### src/rtl/core/jsu_pkg.sv
// Shared types, character codes and helpers for the quoted string decoder.
`timescale 1ns / 1ps
`default_nettype none
package jsu_pkg;

	// Result kinds
	typedef enum logic [1:0] {
		KIND_DATA = 2'd0,
		KIND_DONE = 2'd1,
		KIND_ERR  = 2'd2
	} kind_t;

	// Decoder phase, one-hot
	typedef enum logic [3:0] {
		PH_IDLE = 4'b0001,
		PH_STR  = 4'b0010,
		PH_ESC  = 4'b0100,
		PH_HEX  = 4'b1000
	} phase_t;

	// Character codes
	localparam logic [7:0] CH_DQUOTE = 8'h22;
	localparam logic [7:0] CH_SQUOTE = 8'h27;
	localparam logic [7:0] CH_BSLASH = 8'h5C;
	localparam logic [7:0] CH_SLASH  = 8'h2F;
	localparam logic [7:0] CH_B      = 8'h62;
	localparam logic [7:0] CH_F      = 8'h66;
	localparam logic [7:0] CH_N      = 8'h6E;
	localparam logic [7:0] CH_R      = 8'h72;
	localparam logic [7:0] CH_T      = 8'h74;
	localparam logic [7:0] CH_U      = 8'h75;
	localparam logic [7:0] CH_SPACE  = 8'h20;
	localparam logic [7:0] CH_HT     = 8'h09;
	localparam logic [7:0] CH_LF     = 8'h0A;
	localparam logic [7:0] CH_FF     = 8'h0C;
	localparam logic [7:0] CH_CR     = 8'h0D;
	localparam logic [7:0] CH_BS     = 8'h08;

	// Last of the four bytes after a \u escape
	localparam logic [1:0] HEX_LAST = 2'd3;

	// One result transaction
	typedef struct packed {
		logic [7:0] data;
		kind_t      kind;
		logic       last;
	} result_t;

	// Decoder output for the item held in the input register
	typedef struct packed {
		logic    any;   // at least one result
		logic    two;   // two results
		result_t r0;
		result_t r1;
	} dec_t;

	// Hex digit value, bit 4 set when the byte is a hex digit
	function automatic logic [4:0] hex_digit(input logic [7:0] c);
		logic [4:0] res;
		res = 5'd0;
		if (c >= 8'h30 && c <= 8'h39) begin
			res = {1'b1, 4'(c - 8'h30)};
		end else if (c >= 8'h61 && c <= 8'h66) begin
			res = {1'b1, 4'(c - 8'h57)};
		end else if (c >= 8'h41 && c <= 8'h46) begin
			res = {1'b1, 4'(c - 8'h37)};
		end
		return res;
	endfunction

endpackage
`default_nettype wire

### src/rtl/core/json_string_unescape.sv
// Top level of the quoted string decoder: input register, config, decoder, result buffer.
//
//  channel | direction | handshake          | payload
//  in      | to block  | in_valid/in_stall  | data_byte, stream_end
//  out     | from block| out_valid/out_stall| out_byte, kind, last
//  cfg     | to block  | cfg_we             | cfg_wdata (strict_mode)
//
// One input byte per cycle while in_stall is low; out_valid comes from the output slot.
// An unknown escape gives two results and can hold the input side until the buffer frees.
// Rate is set by the single output slot: one result leaves per cycle while out_stall is low.
// arst_n clears the string state, the valid flags and sets strict mode.
// in_stall rises when the input register cannot move into the result buffer.
`timescale 1ns / 1ps
`default_nettype none
module json_string_unescape
	import jsu_pkg::*;
(
	input  wire logic       clk,
	input  wire logic       arst_n,
	input  wire logic       cfg_we,
	input  wire logic       cfg_wdata,
	input  wire logic       in_valid,
	output logic            in_stall,
	input  wire logic [7:0] data_byte,
	input  wire logic       stream_end,
	output logic            out_valid,
	input  wire logic       out_stall,
	output logic [7:0]      out_byte,
	output logic [1:0]      kind,
	output logic            last
);

	logic       strict_q;
	logic       valid_s1;
	logic [7:0] data_s1;
	logic       end_s1;
	logic       commit;
	logic       buf_free;
	logic       in_take;
	dec_t       dec;
	result_t    slot;

	// Config register
	always_ff @(posedge clk or negedge arst_n) begin
		if (!arst_n) begin
			strict_q <= 1'b1;
		end else if (cfg_we) begin
			strict_q <= cfg_wdata;
		end
	end

	// Held item moves on when it yields nothing or the buffer has room
	assign commit   = valid_s1 && (!dec.any || buf_free);
	assign in_stall = valid_s1 && !commit;
	assign in_take  = in_valid && !in_stall;

	// Input register
	always_ff @(posedge clk or negedge arst_n) begin
		if (!arst_n) begin
			valid_s1 <= 1'b0;
		end else if (in_take) begin
			valid_s1 <= 1'b1;
		end else if (commit) begin
			valid_s1 <= 1'b0;
		end
	end

	always_ff @(posedge clk) begin
		if (in_take) begin
			data_s1 <= data_byte;
			end_s1  <= stream_end;
		end
	end

	jsu_decode u_decode (
		.clk         (clk),
		.arst_n      (arst_n),
		.commit      (commit),
		.item_data   (data_s1),
		.item_end    (end_s1),
		.strict_mode (strict_q),
		.dec         (dec)
	);

	jsu_out_buf u_out_buf (
		.clk      (clk),
		.arst_n   (arst_n),
		.push     (commit && dec.any),
		.push_two (dec.two),
		.r0       (dec.r0),
		.r1       (dec.r1),
		.stall    (out_stall),
		.free     (buf_free),
		.valid    (out_valid),
		.slot     (slot)
	);

	assign out_byte = slot.data;
	assign kind     = slot.kind;
	assign last     = slot.last;

	a_stall_needs_item: assert property (@(posedge clk) disable iff (!arst_n)
		in_stall |-> valid_s1)
		else $error("input stalled with empty input register");

	a_commit_frees: assert property (@(posedge clk) disable iff (!arst_n)
		commit && !in_take |=> !valid_s1)
		else $error("consumed item still held");

	a_stall_holds: assert property (@(posedge clk) disable iff (!arst_n)
		in_stall |=> valid_s1 && $stable(data_s1) && $stable(end_s1))
		else $error("held item changed while stalled");

endmodule
`default_nettype wire

### src/rtl/core/jsu_decode.sv
// Byte decoder: string state registers and the per-byte result logic.
`timescale 1ns / 1ps
`default_nettype none
module jsu_decode
	import jsu_pkg::*;
(
	input  wire logic       clk,
	input  wire logic       arst_n,
	input  wire logic       commit,
	input  wire logic [7:0] item_data,
	input  wire logic       item_end,
	input  wire logic       strict_mode,
	output dec_t            dec
);

	phase_t     phase_q, phase_d;
	logic       sq_q, sq_d;
	logic [1:0] hex_cnt_q, hex_cnt_d;
	logic [7:0] hex_val_q, hex_val_d;
	logic       hex_open_q, hex_open_d;
	logic       hex_seen_q, hex_seen_d;

	logic [7:0] delim;
	logic [4:0] hd;
	logic       is_ws;
	logic [7:0] hv_new;
	logic       hs_new;
	logic       ho_new;

	assign delim = sq_q ? CH_SQUOTE : CH_DQUOTE;
	assign hd    = hex_digit(item_data);
	assign is_ws = (item_data == CH_SPACE) || (item_data >= CH_HT && item_data <= CH_CR);

	// Leading hex digit run of a \u sequence
	always_comb begin
		hv_new = hex_val_q;
		hs_new = hex_seen_q;
		ho_new = hex_open_q;
		if (hex_open_q) begin
			if (hd[4]) begin
				hv_new = {hex_val_q[3:0], hd[3:0]};
				hs_new = 1'b1;
			end else begin
				ho_new = 1'b0;
			end
		end
	end

	// Results and next state
	always_comb begin
		dec        = '0;
		dec.r0     = '{data: 8'd0, kind: KIND_DATA, last: 1'b0};
		dec.r1     = '{data: 8'd0, kind: KIND_DATA, last: 1'b1};
		phase_d    = phase_q;
		sq_d       = sq_q;
		hex_cnt_d  = hex_cnt_q;
		hex_val_d  = hex_val_q;
		hex_open_d = hex_open_q;
		hex_seen_d = hex_seen_q;
		if (item_end) begin
			dec.any       = 1'b1;
			dec.r0.kind   = KIND_ERR;
			phase_d       = PH_IDLE;
			sq_d          = 1'b0;
			hex_cnt_d     = 2'd0;
			hex_val_d     = 8'd0;
			hex_open_d    = 1'b0;
			hex_seen_d    = 1'b0;
		end else begin
			case (phase_q)
				PH_IDLE: begin
					if (item_data == CH_DQUOTE) begin
						phase_d = PH_STR;
						sq_d    = 1'b0;
					end else if (item_data == CH_SQUOTE && !strict_mode) begin
						phase_d = PH_STR;
						sq_d    = 1'b1;
					end else if (!is_ws) begin
						dec.any     = 1'b1;
						dec.r0.kind = KIND_ERR;
					end
				end
				PH_STR: begin
					if (item_data == delim) begin
						dec.any     = 1'b1;
						dec.r0.kind = KIND_DONE;
						phase_d     = PH_IDLE;
						sq_d        = 1'b0;
						hex_cnt_d   = 2'd0;
						hex_val_d   = 8'd0;
						hex_open_d  = 1'b0;
						hex_seen_d  = 1'b0;
					end else if (item_data == CH_BSLASH) begin
						phase_d = PH_ESC;
					end else begin
						dec.any     = 1'b1;
						dec.r0.data = item_data;
					end
				end
				PH_ESC: begin
					phase_d = PH_STR;
					dec.any = 1'b1;
					case (item_data)
						CH_BSLASH, CH_SLASH: dec.r0.data = item_data;
						CH_B: dec.r0.data = CH_BS;
						CH_F: dec.r0.data = CH_FF;
						CH_N: dec.r0.data = CH_LF;
						CH_R: dec.r0.data = CH_CR;
						CH_T: dec.r0.data = CH_HT;
						CH_U: begin
							dec.any    = 1'b0;
							phase_d    = PH_HEX;
							hex_cnt_d  = 2'd0;
							hex_val_d  = 8'd0;
							hex_open_d = 1'b1;
							hex_seen_d = 1'b0;
						end
						default: begin
							if (item_data == delim) begin
								dec.r0.data = item_data;
							end else begin
								// unknown escape: backslash then the byte
								dec.two     = 1'b1;
								dec.r0.data = CH_BSLASH;
								dec.r1.data = item_data;
							end
						end
					endcase
				end
				PH_HEX: begin
					if (hex_cnt_q == HEX_LAST) begin
						dec.any     = hs_new;
						dec.r0.data = hv_new;
						phase_d     = PH_STR;
						hex_cnt_d   = 2'd0;
						hex_val_d   = 8'd0;
						hex_open_d  = 1'b0;
						hex_seen_d  = 1'b0;
					end else begin
						hex_cnt_d  = hex_cnt_q + 2'd1;
						hex_val_d  = hv_new;
						hex_open_d = ho_new;
						hex_seen_d = hs_new;
					end
				end
				default: begin
					phase_d = PH_IDLE;
				end
			endcase
		end
		dec.r0.last = !dec.two;
	end

	// State registers, advanced when the held item is consumed
	always_ff @(posedge clk or negedge arst_n) begin
		if (!arst_n) begin
			phase_q    <= PH_IDLE;
			sq_q       <= 1'b0;
			hex_cnt_q  <= 2'd0;
			hex_val_q  <= 8'd0;
			hex_open_q <= 1'b0;
			hex_seen_q <= 1'b0;
		end else if (commit) begin
			phase_q    <= phase_d;
			sq_q       <= sq_d;
			hex_cnt_q  <= hex_cnt_d;
			hex_val_q  <= hex_val_d;
			hex_open_q <= hex_open_d;
			hex_seen_q <= hex_seen_d;
		end
	end

endmodule
`default_nettype wire

### src/rtl/core/jsu_out_buf.sv
// Two-entry result register: output slot plus one pending slot.
`timescale 1ns / 1ps
`default_nettype none
module jsu_out_buf
	import jsu_pkg::*;
(
	input  wire logic    clk,
	input  wire logic    arst_n,
	input  wire logic    push,
	input  wire logic    push_two,
	input  wire result_t r0,
	input  wire result_t r1,
	input  wire logic    stall,
	output logic         free,
	output logic         valid,
	output result_t      slot
);

	logic    out_valid_q;
	logic    pend_valid_q;
	result_t out_q;
	result_t pend_q;
	logic    take;

	assign take  = out_valid_q && !stall;
	// Output slot will be empty after this edge
	assign free  = !out_valid_q || (take && !pend_valid_q);
	assign valid = out_valid_q;
	assign slot  = out_q;

	// Valid flags
	always_ff @(posedge clk or negedge arst_n) begin
		if (!arst_n) begin
			out_valid_q  <= 1'b0;
			pend_valid_q <= 1'b0;
		end else begin
			if (push) begin
				out_valid_q  <= 1'b1;
				pend_valid_q <= push_two;
			end else if (take) begin
				out_valid_q  <= pend_valid_q;
				pend_valid_q <= 1'b0;
			end
		end
	end

	// Payload
	always_ff @(posedge clk) begin
		if (push) begin
			out_q  <= r0;
			pend_q <= r1;
		end else if (take) begin
			out_q <= pend_q;
		end
	end

	a_pend_behind_out: assert property (@(posedge clk) disable iff (!arst_n)
		pend_valid_q |-> out_valid_q)
		else $error("pending result without output result");

	a_first_not_last: assert property (@(posedge clk) disable iff (!arst_n)
		pend_valid_q |-> !out_q.last)
		else $error("first of a result pair marked last");

	a_push_when_free: assert property (@(posedge clk) disable iff (!arst_n)
		push |-> free)
		else $error("result pushed over an occupied slot");

	a_pair_kept: assert property (@(posedge clk) disable iff (!arst_n)
		push && push_two |=> pend_valid_q && out_valid_q)
		else $error("second result of a pair lost");

endmodule
`default_nettype wire

### config.mk
export PLATFORM = sky130hd
export DESIGN_NAME = json_string_unescape
export DESIGN_NICKNAME = d
export VERILOG_FILES = /design/src/rtl/core/jsu_pkg.sv /design/src/rtl/core/json_string_unescape.sv /design/src/rtl/core/jsu_decode.sv /design/src/rtl/core/jsu_out_buf.sv
export SDC_FILE = /design/constraint.sdc
export NUM_CORES = 1
export LEC_CHECK = 0
export BUFFER_PORTS_ARGS = -buffer_cell sky130_fd_sc_hd__buf_2
export CAP_MARGIN = 20
export CORE_ASPECT_RATIO = 1.75
export CORE_MARGIN = 1.5
export CORE_UTILIZATION = 50
export DETAILED_ROUTE_END_ITERATION = 10
export PLACE_DENSITY = 0.71
export SYNTH_ARGS = -nofsm -noshare
export SYNTH_HDL_FRONTEND = slang
export SYNTH_HIERARCHICAL = 1
export SYNTH_SLANG_ARGS = --single-unit
### constraint.sdc
create_clock -name clk -period 3.3 [get_ports clk]
set_clock_uncertainty 0.2 [all_clocks]
set_input_delay 0.165 -clock clk [delete_from_list [all_inputs] [get_ports clk]]
set_output_delay 0.165 -clock clk [all_outputs]
set_load 0.02 [all_outputs]
[Word level (Yosys, flattened, before mapping)]
Index checks and enable logic that the tools add are counted.
Storage, ports and cells
  register bits: 49
  latch bits: 0
  bits in writable memories: 0
  bits in read-only memories: 0
  input port bits: 15
  output and inout port bits: 13
  memories: 0
Operators by class
  add/sub/neg operators: 4
  multiply operators: 0
  divide/modulo/power cells: 0
  $lt $le $gt $ge: 8
  equality and inequality tests: 22
  shift operators: 0
  mux-type cells: 74
  bitwise logic cells: 1
  reduce and logical (&&, ||, !) cells: 32
Operators by type and width (count)
  $mux 8: 10
  $eq 8x7->1 const B: 7
  $pmux 8 s7: 1
  $pmux 8 s3: 2
  $eq 8x6->1 const B: 4
  $mux 1: 32
  $mux 4: 7
  $mux 11: 2
  $ge 8x7->1 const B: 2
  $le 8x7->1 const B: 2
  $mux 2: 8
  $pmux 4 s4: 1
  $mux 5: 3
  $reduce_and 4->1: 3
  $logic_and 1x1->1: 11
  $reduce_or 11->1: 1
  $mux 9: 1
  $eq 8x6->1: 1
  $ge 8x4->1 const B: 1
  $ge 8x6->1 const B: 1
  $le 8x4->1 const B: 1
  $le 8x6->1 const B: 1
  $logic_not 1->1: 8
  $ne 4x2->1 const B: 2
  other kinds (23): 29

[Longest topological paths before layout]
  word-level depth: 18
  depth in mapped cells: 13
  mapped depth without buffers: 12

[Modules after synthesis]
The synthesis kept the hierarchy.
Modules (own cells, without submodules)
  jsu_decode: times used 1, cells an instance 248, area an instance 1999.4 um^2
  jsu_out_buf: times used 1, cells an instance 44, area an instance 930.9 um^2
  json_string_unescape: times used 1, cells an instance 19, area an instance 389.1 um^2

[Worst setup path after synthesis]
No wires, ideal clock.
  path type: register to register
  start point: register data_s1[0]
  end point: register u_out_buf.out_q, in the netlist u_out_buf/slot[0] (enable)
  library setup time: 0.298 ns
  data arrival time: 3.003 ns
  path slack: -0.201 ns
  cell stages (with the launch flop): 12
  period minus slack after synthesis: 3.501 ns
  cell sequence: edfxtp_1 -> inv_1 -> ha_1 -> or3b_1 -> and4_1 -> o21a_1 -> o21ai_0 -> nand4bb_1 -> and3_1 -> buf_6 -> buf_12 -> or2_1
RTL lines
  from (decl): RTL line json_string_unescape.sv:35  | logic [7:0] data_s1;
  from (signal assigned): RTL line json_string_unescape.sv:70  | data_s1 <= data_byte;
  to (signal assigned): RTL line jsu_out_buf.sv:50  | out_q <= r0;
  to (signal assigned): RTL line jsu_out_buf.sv:53  | out_q <= pend_q;
  to (decl): RTL line jsu_out_buf.sv:21  | result_t out_q;

==> flow_metrics.tcl <==
set metrics [dict create \
    startpoint "data_s1[0]$_DFFE_PP_" \
    io_buffers 27 \
    gr-usage-all-layers_pct 24.9 \
    grt_max_degree 22 \
    register_area_um2 1460 \
    clk_path_buf_depth 2 \
    ioPinCount 28 \
    vdd.ir_drop.worst_uv 398 \
    tightest_slew_ps 941 \
    p_total_mw 2.19 \
    syn_inst 311 \
    fin_nets 392 \
    synth_seq_area_share_pct 44.0 \
    worstPathArrival_ps 3170 \
    cap_violations 0 \
    async_flop_share_pct 40.4 \
    synth_seq_cells 52 \
    min_period_ps 3180 \
    leakage_nw 1.65 \
    start_util_pct 51.1 \
    ant_nets 0 \
    cts_tree "built" \
    hold_path_class "input pin to async pin" \
    avgSynthCellArea_um2 10.7 \
    reg2reg_slack_ps 120 \
    crit_fanout 7 \
    yosys_warnings 6 \
    synth_edf_count 31 \
    htreeDepth 2 \
    die-area_um2 7160 \
    setup.worst_path.end "u_decode/hex_val_q[0]$_DFFE_PN0P_" \
    synth.distinct_cells 81 \
    hold_viol 0 \
    endpoint_kind "flop" \
    gp_congestion 0.943 \
    routed_wl_mm 8.54 \
    reg2reg_depth 11 \
    fmax_mhz 314 \
    drive_gt1_share_pct 27.4 \
    cts-root-buf "clkbuf_16" \
    criticalPathCategory "flop to flop" \
    r2r_end "u_decode/hex_val_q[0]$_DFFE_PN0P_" \
    drt_iter0_drc 220 \
    antenna_cells 0 \
    ys.flop_type "edfxtp_1" \
    post-route-drc-count 0 \
    antenna_found_initial 0 \
    p_per_area_nw_per_um2 549 \
    grt_first_pass_wirelength_mm 13.3 \
    reg2reg_from "data_s1[0]$_DFFE_PP_" \
    wl_per_cell_um 18.8 \
    cts.clk_slew.worst_paths_ps 70 \
    status "finished clean" \
    numCtsBuffers 5 \
    multiInputGateArea_um2 1720 \
    clkSinkCount 52 \
    final_cells 454 \
    dp.cells 430 \
    rows 39 \
    firstDrtPassIters 4 \
    die_y_um 111 \
    vias 2774 \
    grt_pass1_vias 2630 \
    finalCritPeriodShare_pct 96.5 \
    clk_latency_ps 300 \
    syn_area_um2 3320 \
    maxSlewViolCount 0 \
    area_growth_pct 20.1 \
    viasPerCell 6.11 \
    grt_overflow_total 0 \
    die_x_um 64.6 \
    setup_viol 0 \
    placeableCoreArea_um2 6490 \
    dp_hpwl_mm 6.53 \
    startpoint_type "flop" \
    max-slew-margin-rel_pct 37.0 \
    cp_data_required_time_ps 3290 \
    fillCellCount 545 \
]
metal layers:
| metal | global-route usage, % | part of all wire (%) | vias to the layer above | wire length [um] |
|---|---|---|---|---|
| met2 | 45.9 | 54 | 92 | 4630 |
| met3 | 3.76 | 4.3 | 32 | 367 |
| met5 | 0 | 0 | - | 0 |
| met1 | 26.3 | 36 | 1344 | 3100 |
| met4 | 13.3 | 5.2 | 0 | 444 |
| li1 | - | - | 1306 | - |
worst max-delay path: stages, from the launching register on:
cell and delay (ps):
edfxtp_1 450, ha_1 240, buf_4 140, o21bai_1 270, a21oi_2 170, o21a_1 220
o21ai_1 120, nand4bb_1 190, a21boi_2 320, o31ai_4 120, a211o_4 360, a22o_1 250
placed cells by master, fill, tap and decap left out, types with 7 or more instances in the layout:
cell type,instances
buf_4,32
edfxtp_1,31
buf_2,27
dfrtp_1,19
nand2_1,17
nor2_1,15
dlygate4sd3_1,14
and2_1,12
nand3_1,11
o21ai_0,10
inv_1,9
and3_1,8
nor3_1,8
nand2b_1,7
a22o_1,7
mux2_4,7
what timing repair did:
action,in CTS,in global routing
hold buffers,14,0
setup endpoints to repair,0,10
hold endpoints to repair,31,0
resized for setup,0,10
buffers inserted,0,2
cells in the mapped netlist (3+ instances only):
cell,n,area share (%)
nor2_1,15,1.7
buf_6,3,1.0
nand2b_1,7,1.3
edfxtp_1,31,28
ha_1,6,2.3
nand4_1,4,0.75
nor4_1,4,0.75
and4_1,3,0.79
a21oi_1,6,0.90
inv_1,10,1.1
a22o_1,7,1.8
and3_1,9,1.7
buf_4,3,0.68
a311o_1,3,0.90
a211oi_1,3,0.68
o21ai_0,12,1.8
mux2_4,7,3.2
and2_1,13,2.5
nand2_1,18,2.0
o21a_1,4,0.90
dfrtp_1,19,14
o211ai_1,4,0.90
mux2i_1,6,1.8
buf_2,5,0.75
nor2b_1,5,0.94
mux2_2,4,1.4
o22ai_1,3,0.57
nor3_1,8,1.2
o31a_1,3,0.79
nand3_1,11,1.7
a31oi_1,5,0.94
clkbuf_1,8,0.90
registers in the layout (all words and copies together), names as in the netlist:
name                    cells
u_decode/hex_open_q         1
u_out_buf/valid             1
valid_s1                    1
u_decode/sq_q               1
u_decode/hex_val_q          8
u_out_buf/slot             11
u_decode/phase_q            4
strict_q                    1
u_decode/hex_seen_q         1
u_out_buf/pend_valid_q      1
data_s1                     8
end_s1                      1
u_out_buf/pend_q           11
u_decode/hex_cnt_q          2
where the power goes:
part	switching, mW	total [mW]	internal [mW]	leakage [nW]
Combinational	0.422	0.739	0.317	0.994
Clock	0.259	0.547	0.288	0.0719
Sequential	0.0552	0.903	0.848	0.585
Total	0.736	2.19	1.45	1.65
worst min-delay path by stage:
stage | end | from
floorplan | u_decode/hex_cnt_q[0]$_DFFE_PN0P_ | arst_n
global placement | u_decode/phase_q[2]$_DFFE_PN0P_ | arst_n
detailed placement | u_decode/phase_q[2]$_DFFE_PN0P_ | arst_n
CTS | u_decode/phase_q[2]$_DFFE_PN0P_ | arst_n
global route | u_decode/phase_q[3]$_DFFE_PN0P_ | arst_n
finish | u_decode/phase_q[2]$_DFFE_PN0P_ | arst_n
metrics by stage:
step	utilization (%)	setup slack (ps)	TNS (ps)	hold slack [ps]	area, um^2
global placement	56.4	159	0	-34.9	3660
CTS	60.9	18.1	0	188	3950
floorplan	-	-5.15	-56.7	-331	3330
detailed placement	56.4	52.7	0	-22.1	3660
global route	61.4	-16.6	-16.6	227	3990
finish	61.4	117	0	172	3990
area by class of cell:
cell class / instances / area share [%]
Clock buffer: 5 / 3.14
Multi-Input combinational cell: 229 / 43.1
Timing Repair Buffer: 73 / 12.9
Inverter: 10 / 0.942
Tap cell: 82 / 2.57
Clock inverter: 3 / 0.691
Sequential cell: 52 / 36.6
cells by family (layout without fill, tap and decap cells):
kind of cell             count (synthesis)  after routing  share of synthesized area, %
flip-flops                              52             52                          44.0
buffers and inverters                   31             91                          5.24
AND/OR/NAND/NOR                        119            119                          21.9
other                                    2              3                         0.226
adder cells (fa/ha/maj)                  6              6                          2.26
multiplexers                            18             18                          6.67
XOR/XNOR                                 2              2                         0.528
AO/OA/AOI/OAI                           81             81                          19.3
(Power assumes the default switching activity.)
